==> src/rtl/mtsl_pkg.sv <==
// Shared types and constants for the two-list merge block.
package mtsl_pkg;

    // Width of one stored element.
    localparam int unsigned VALUE_W = 32;

    // List selectors carried in which_list.
    localparam logic LIST_FIRST  = 1'b0;
    localparam logic LIST_SECOND = 1'b1;

    // One input transaction: a push to one list, or the finish command.
    typedef struct packed {
        logic                      which_list;
        logic signed [VALUE_W-1:0] value;
        logic                      finish;
    } in_item_t;

    // One output transaction: an element of the merged run.
    typedef struct packed {
        logic signed [VALUE_W-1:0] merged_value;
        logic                      last;
        logic                      empty_res;
        logic                      dropped;
    } out_item_t;

endpackage

==> src/rtl/mtsl_store.sv <==
// One list store: a synchronous memory with one write port and one registered read port.
module mtsl_store #(
    parameter int unsigned DEPTH = 32,
    parameter int unsigned AW    = 5
) (
    input  logic                                clk,
    input  logic                                we,
    input  logic [AW-1:0]                       waddr,
    input  logic signed [mtsl_pkg::VALUE_W-1:0] wdata,
    input  logic                                re,
    input  logic [AW-1:0]                       raddr,
    output logic signed [mtsl_pkg::VALUE_W-1:0] rdata
);

    logic signed [mtsl_pkg::VALUE_W-1:0] mem [DEPTH];
    logic signed [mtsl_pkg::VALUE_W-1:0] rdata_reg;

    // Write port.
    always_ff @(posedge clk)
    begin
        if (we)
        begin
            mem[waddr] <= wdata;
        end
    end

    // Read port; the data register holds its value until the next read.
    always_ff @(posedge clk)
    begin
        if (re)
        begin
            rdata_reg <= mem[raddr];
        end
    end

    assign rdata = rdata_reg;

endmodule

==> config.mk <==
export PLATFORM = sky130hd
export DESIGN_NAME = mtsl_store
export DESIGN_NICKNAME = d
export VERILOG_FILES = /design/src/rtl/mtsl_pkg.sv /design/src/rtl/mtsl_store.sv
export SDC_FILE = /design/constraint.sdc
export NUM_CORES = 1
export LEC_CHECK = 0
export ABC_AREA = 0
export BUFFER_PORTS_ARGS = -buffer_cell sky130_fd_sc_hd__buf_2
export CAP_MARGIN = 10
export CORE_MARGIN = 2
export CORE_UTILIZATION = 51
export CTS_BUF_LIST = sky130_fd_sc_hd__clkbuf_4 sky130_fd_sc_hd__clkbuf_8 sky130_fd_sc_hd__clkbuf_16
export DETAILED_ROUTE_END_ITERATION = 7
export PLACE_DENSITY = 0.67
export SYNTH_ARGS = -nofsm -noshare
export SYNTH_HDL_FRONTEND = slang
export SYNTH_SLANG_ARGS = --single-unit
==> constraint.sdc <==
create_clock -name clk -period 4.3 [get_ports clk]
set_input_delay 1.075 -clock clk [delete_from_list [all_inputs] [get_ports clk]]
set_output_delay 1.075 -clock clk [all_outputs]
set_load 0.05 [all_outputs]
; After elaboration in Yosys (flattened, before gate mapping)
; Memories as Yosys holds them, arrays and structs flattened. A register that Yosys moved wholly into a read port is not among the register bits.
; Cells that the tools add are included.
[word_totals]
register_bits = 0
ramBits = 1024
input_bits = 45
out_inout_bits = 32
wordCells = 3
n_memories = 1
[memory_table]
columns = memory, depth, word_bits, rd, rd_ports_with_merged_regs, wr, line
row1 = mem, 32, 32, 1, 1, 1, mtsl_store.sv:15  ; logic signed [mtsl_pkg::VALUE_W-1:0] mem [DEPTH];
[classes]
n_mux = 2
[ops]
columns = op, n
row1 = 1-bit 2-to-1 mux, 2

; Longest topological paths before layout
[logic_depth]
depth_word = 2
ltp_mapped = 8
depth_no_buf = 5

; Least setup slack after synthesis
; No wires, ideal clock.
[synth_timing]
path_kind = in2reg
from = input port waddr[1]
to = memory mem[12][0] (netlist bit) (enable)
setup_ps = 421
arrival_ps = 3088
t_required_ps = 3879
path_slack_ps = 791
path_stages = 3
cell_sequence = or3b_2 -> clkbuf_1 -> nor2_1
[synth_rtl]
columns = item, line
row1 = start: declaration, mtsl_store.sv:8  ; input logic [AW-1:0] waddr,
row2 = end: declaration, mtsl_store.sv:15
; Straight into the memory's write port.

; Final worst setup path
[layout_timing]
from = input port waddr[1]
to = memory mem[29][20] (netlist bit) (enable)
; Straight into the memory's write port.

==> results_tabular.tex <==
\begin{tabular}{lr}
\hline
Metric & Value \\
\hline
\multicolumn{2}{l}{\textbf{Outcome}} \\
\quad Run status & finished, final reports clean \\
\multicolumn{2}{l}{\textbf{Die}} \\
\quad Site Rows & 103 \\
\quad Die Area & 82300 µm² \\
\quad Initial Utilization & roughly half \\
\quad Number of ports placed on the die boundary & 77 \\
\quad Core Region & 79100 µm² \\
\quad Overall die height & 287 µm \\
\quad Die width & 287 µm \\
\multicolumn{2}{l}{\textbf{Logic synthesis}} \\
\quad Sequential-to-total area share from yosys stat & roughly 80\% \\
\quad Number of standard cells after synthesis & 2260 \\
\quad Synth area leaders & edfxtp\_1 78\%, mux2i\_1 13\%, a22oi\_1 1.8\% \\
\quad Synth Area in Simple Gates & 3.08\% \\
\quad Complex-gate fraction of the synthesized area & 4.81\% \\
\quad Post-Synth Adder-Cell Area & 0\% \\
\quad Post-synthesis cell type with the largest combined area & edfxtp\_1 \\
\quad Syn Nets & 2305 \\
\quad Largest family of logic cells by synthesized area & multiplexers \\
\quad Unique cell type count in the Yosys netlist & 24 \\
\quad Post-synthesis area per instance & $\sim$18 µm² \\
\quad \#FFs+latches synth & 1056 \\
\quad Post-Synthesis Cell Area & about 41000 µm² \\
\quad YS warnings & 0 \\
\quad Proportion of synthesized area in mux cells & 12.6\% \\
\quad EDFF count, synth & 1056 \\
\quad Most used flip-flop cell after synthesis & edfxtp\_1 \\
\quad Async set or reset register ratio after synthesis & 0\% \\
\quad Share of the synthesized netlist area taken by xor and xnor gates & 0\% \\
\quad Yosys top cell area share & 77.7\% \\
\multicolumn{2}{l}{\textbf{Global routing}} \\
\quad Gr usage total & between 20\% and 30\% \\
\quad Global-route wire length before repair & 145 mm \\
\quad Largest net degree at the start of global routing & between 50 and 60 \\
\quad Number of global-route vias before repair & 21.7k \\
\quad Total gr overflow & 0 \\
\quad Antenna violations before repair & 2 \\
\multicolumn{2}{l}{\textbf{Placed design}} \\
\quad Total placed instance area & 43100 µm² \\
\quad RePlAce Congestion & 0.810 \\
\quad Cell total after placement & between 3k and 4k \\
\quad Post-place setup slack & around 0.89 ns \\
\quad Count of buffers from port buffering & 76 \\
\quad Post-DP HPWL & around 56 mm \\
\multicolumn{2}{l}{\textbf{Setup path}} \\
\quad Peak fanout along the critical path & 16 \\
\quad Kind of launch point of the worst setup path & input pin \\
\quad Kind of capture point of the worst setup path & flip-flop \\
\quad Arrival time reported for the critical path endpoint & 3.05 ns \\
\quad CP Data Required Time & 4.66 ns \\
\quad Category of the critical setup timing path & input pin to flip-flop \\
\multicolumn{2}{l}{\textbf{Detailed routing}} \\
\quad Pre-Repair DR Iteration Count & 5 \\
\quad Via density per instance & 6.07 \\
\quad Detailed Route Iter0 Violations & roughly 2.2k \\
\quad Wire length after detailed routing & 99.0 mm \\
\quad Number of antenna-violating nets in the routed design & 0 \\
\quad Routed vias & 21.5k \\
\quad Routed wire length per instance & 28.0 µm \\
\quad Total DRC errors in the routed layout & 0 \\
\multicolumn{2}{l}{\textbf{Final layout}} \\
\quad Share of final-layout standard cells stronger than drive strength 1 & 15.3\% \\
\quad Non-filler cells, final & around 3.5k \\
\quad Flip-flop count of the largest register, all copies and words added & 1024 \\
\quad Cell area after layout & 46500 µm² \\
\quad Post-layout net count & 2451 \\
\quad Final Core Density & 58.7\% \\
\quad Synth-to-Final Area Change & 13.9\% \\
\multicolumn{2}{l}{\textbf{STA}} \\
\quad Max Transition Viols Final & 0 \\
\quad Unrepaired setup endpoints after global routing & no \\
\quad Fin crit period & 2.68 ns \\
\quad Setup violation total in the final timing report & 0 \\
\quad Worst slew margin relative to its limit & 37.2\% \\
\quad Worst Clk Skew & 0.0188 ns \\
\quad Actual transition at the worst max-transition pin & 0.939 ns \\
\quad Number of endpoints with negative hold slack in the final report & 0 \\
\quad Sum Neg Setup Slack & 0 ns \\
\quad Least setup slack across all paths after layout & $\sim$1.6 ns \\
\quad Portion of the clock cycle consumed by the worst path in the final layout & 62.4\% \\
\quad Maximum clock frequency & 373 MHz \\
\multicolumn{2}{l}{\textbf{Power and ir drop}} \\
\quad P\_leak & between 15 and 20 nW \\
\quad Peak ir drop on the vdd network & between 0.3 and 0.4 mV \\
\quad Power per cell area & 468 nW/µm² \\
\multicolumn{2}{l}{\textbf{CTS}} \\
\quad Buffer levels on the longest clock path & 3 \\
\quad Clock tree from TritonCTS & yes \\
\quad PostCTS Resize Cnt & 0 \\
\quad H-Tree Depth & 3 \\
\quad Clock slew at reported path FFs & $\sim$0.060 ns \\
\quad CTS Hold Bufs & 0 \\
\quad Clk Tree Root Cell & clkbuf\_16 \\
\quad Clock latency at the later pin of the worst-skew pair & between 0.6 and 0.7 ns \\
\quad CTS buffer count & 102 \\
\quad Total clock sinks & 1056 \\
\quad Post-CTS setup repair buffer count & 0 \\
\multicolumn{2}{l}{\textbf{Hold path}} \\
\quad Tightest Hold Check Type & flip-flop to flip-flop \\
\multicolumn{2}{l}{\textbf{Job}} \\
\quad Max-capacitance violation count & 0 \\
\hline
\end{tabular}
[power by group]
part	switching [mW]	internal (mW)	total (mW)
sequential	0.0512	11.5	11.5
clock	3.73	5.30	9.03
combinational	0.822	0.359	1.18
[layout by cell type, fill, tap and decap left out]
master	n
buf_12	29
diode_2	1
and2_4	1
buf_4	64
nand2_2	1
a31oi_1	32
clkbuf_4	19
clkinvlp_4	5
clkinv_1	13
bufinv_16	12
clkinv_8	2
a22o_1	64
buf_2	75
or3_1	1
a22oi_1	96
nand3b_1	5
clkbuf_16	105
mux2i_1	512
inv_8	1
nor3_1	32
nor2b_4	1
or2_2	1
or3b_2	3
buf_8	1
a21oi_1	96
clkinv_4	2
nor2_1	1
nor2_4	33
nand2_1	97
edfxtp_1	1056
clkinv_2	22
inv_6	1
nand3_1	98
and2b_4	1
nand2b_2	2
[worst max-delay path: stages]
cell	delay, ns
buf_2	0.11
nand3b_1	0.66
nor2_4	0.87
buf_4	0.31
[kinds of logic after synthesis]
kind of cell / after synthesis
AO/OA/AOI/OAI: 288
buffers and inverters: 127
flip-flops: 1056
multiplexers: 512
AND/OR/NAND/NOR: 277
[stage by stage]
stage / hold slack, ns / power (mW)
final: 0.680 / 21.8
after CTS: 0.684 / 21.8
after global placement: 0.658 / 12.9
after global routing: 0.728 / 22.3
after floorplan: 0.629 / 12.4
after detailed placement: 0.673 / 12.9
[per-layer routing]
layer  vias up  routed length, µm  global-route usage [%]  share of wire [%]
li1       9306                  -                       -                  -
met3       163               6640                    3.45                6.7
met2       840              48600                    39.9                 49
met1     11163              41100                    33.4                 42
met5         -                  0                       0                  0
met4         0               2690                    7.63                2.7
[area by class of cell]
cell class / count / area [µm²]
multi-input cells: 1077 / 8610
well taps: 1050 / 1310
diodes: 1 / 2.50
fillers: 5769 / 32600
flip-flops and latches: 1056 / 31700
clock buffers: 124 / 2770
repair buffers: 169 / 1450
clock inverters: 58 / 627
[path summary, 6_finish.rpt]
path              depth (start not counted)       start           to  slack, ns
setup / recovery                          4    waddr[1]  mem[29][20]       1.62
hold / removal                            4  mem[10][2]     rdata[2]       0.68
setup reg to reg                          5  mem[6][23]    rdata[23]       2.56
hold reg to reg                           4  mem[10][2]     rdata[2]       0.68
[Yosys cell counts, types with 15 or more instances]
master	number
nor2_1	34
a22o_1	64
mux2i_1	512
edfxtp_1	1056
buf_2	26
clkbuf_1	46
buf_6	15
buf_4	33
nor3_1	32
nand3_1	98
nand2_1	98
a22oi_1	96
a31oi_1	32
a21oi_1	96
No activity file was read; power rests on OpenSTA's default activity.
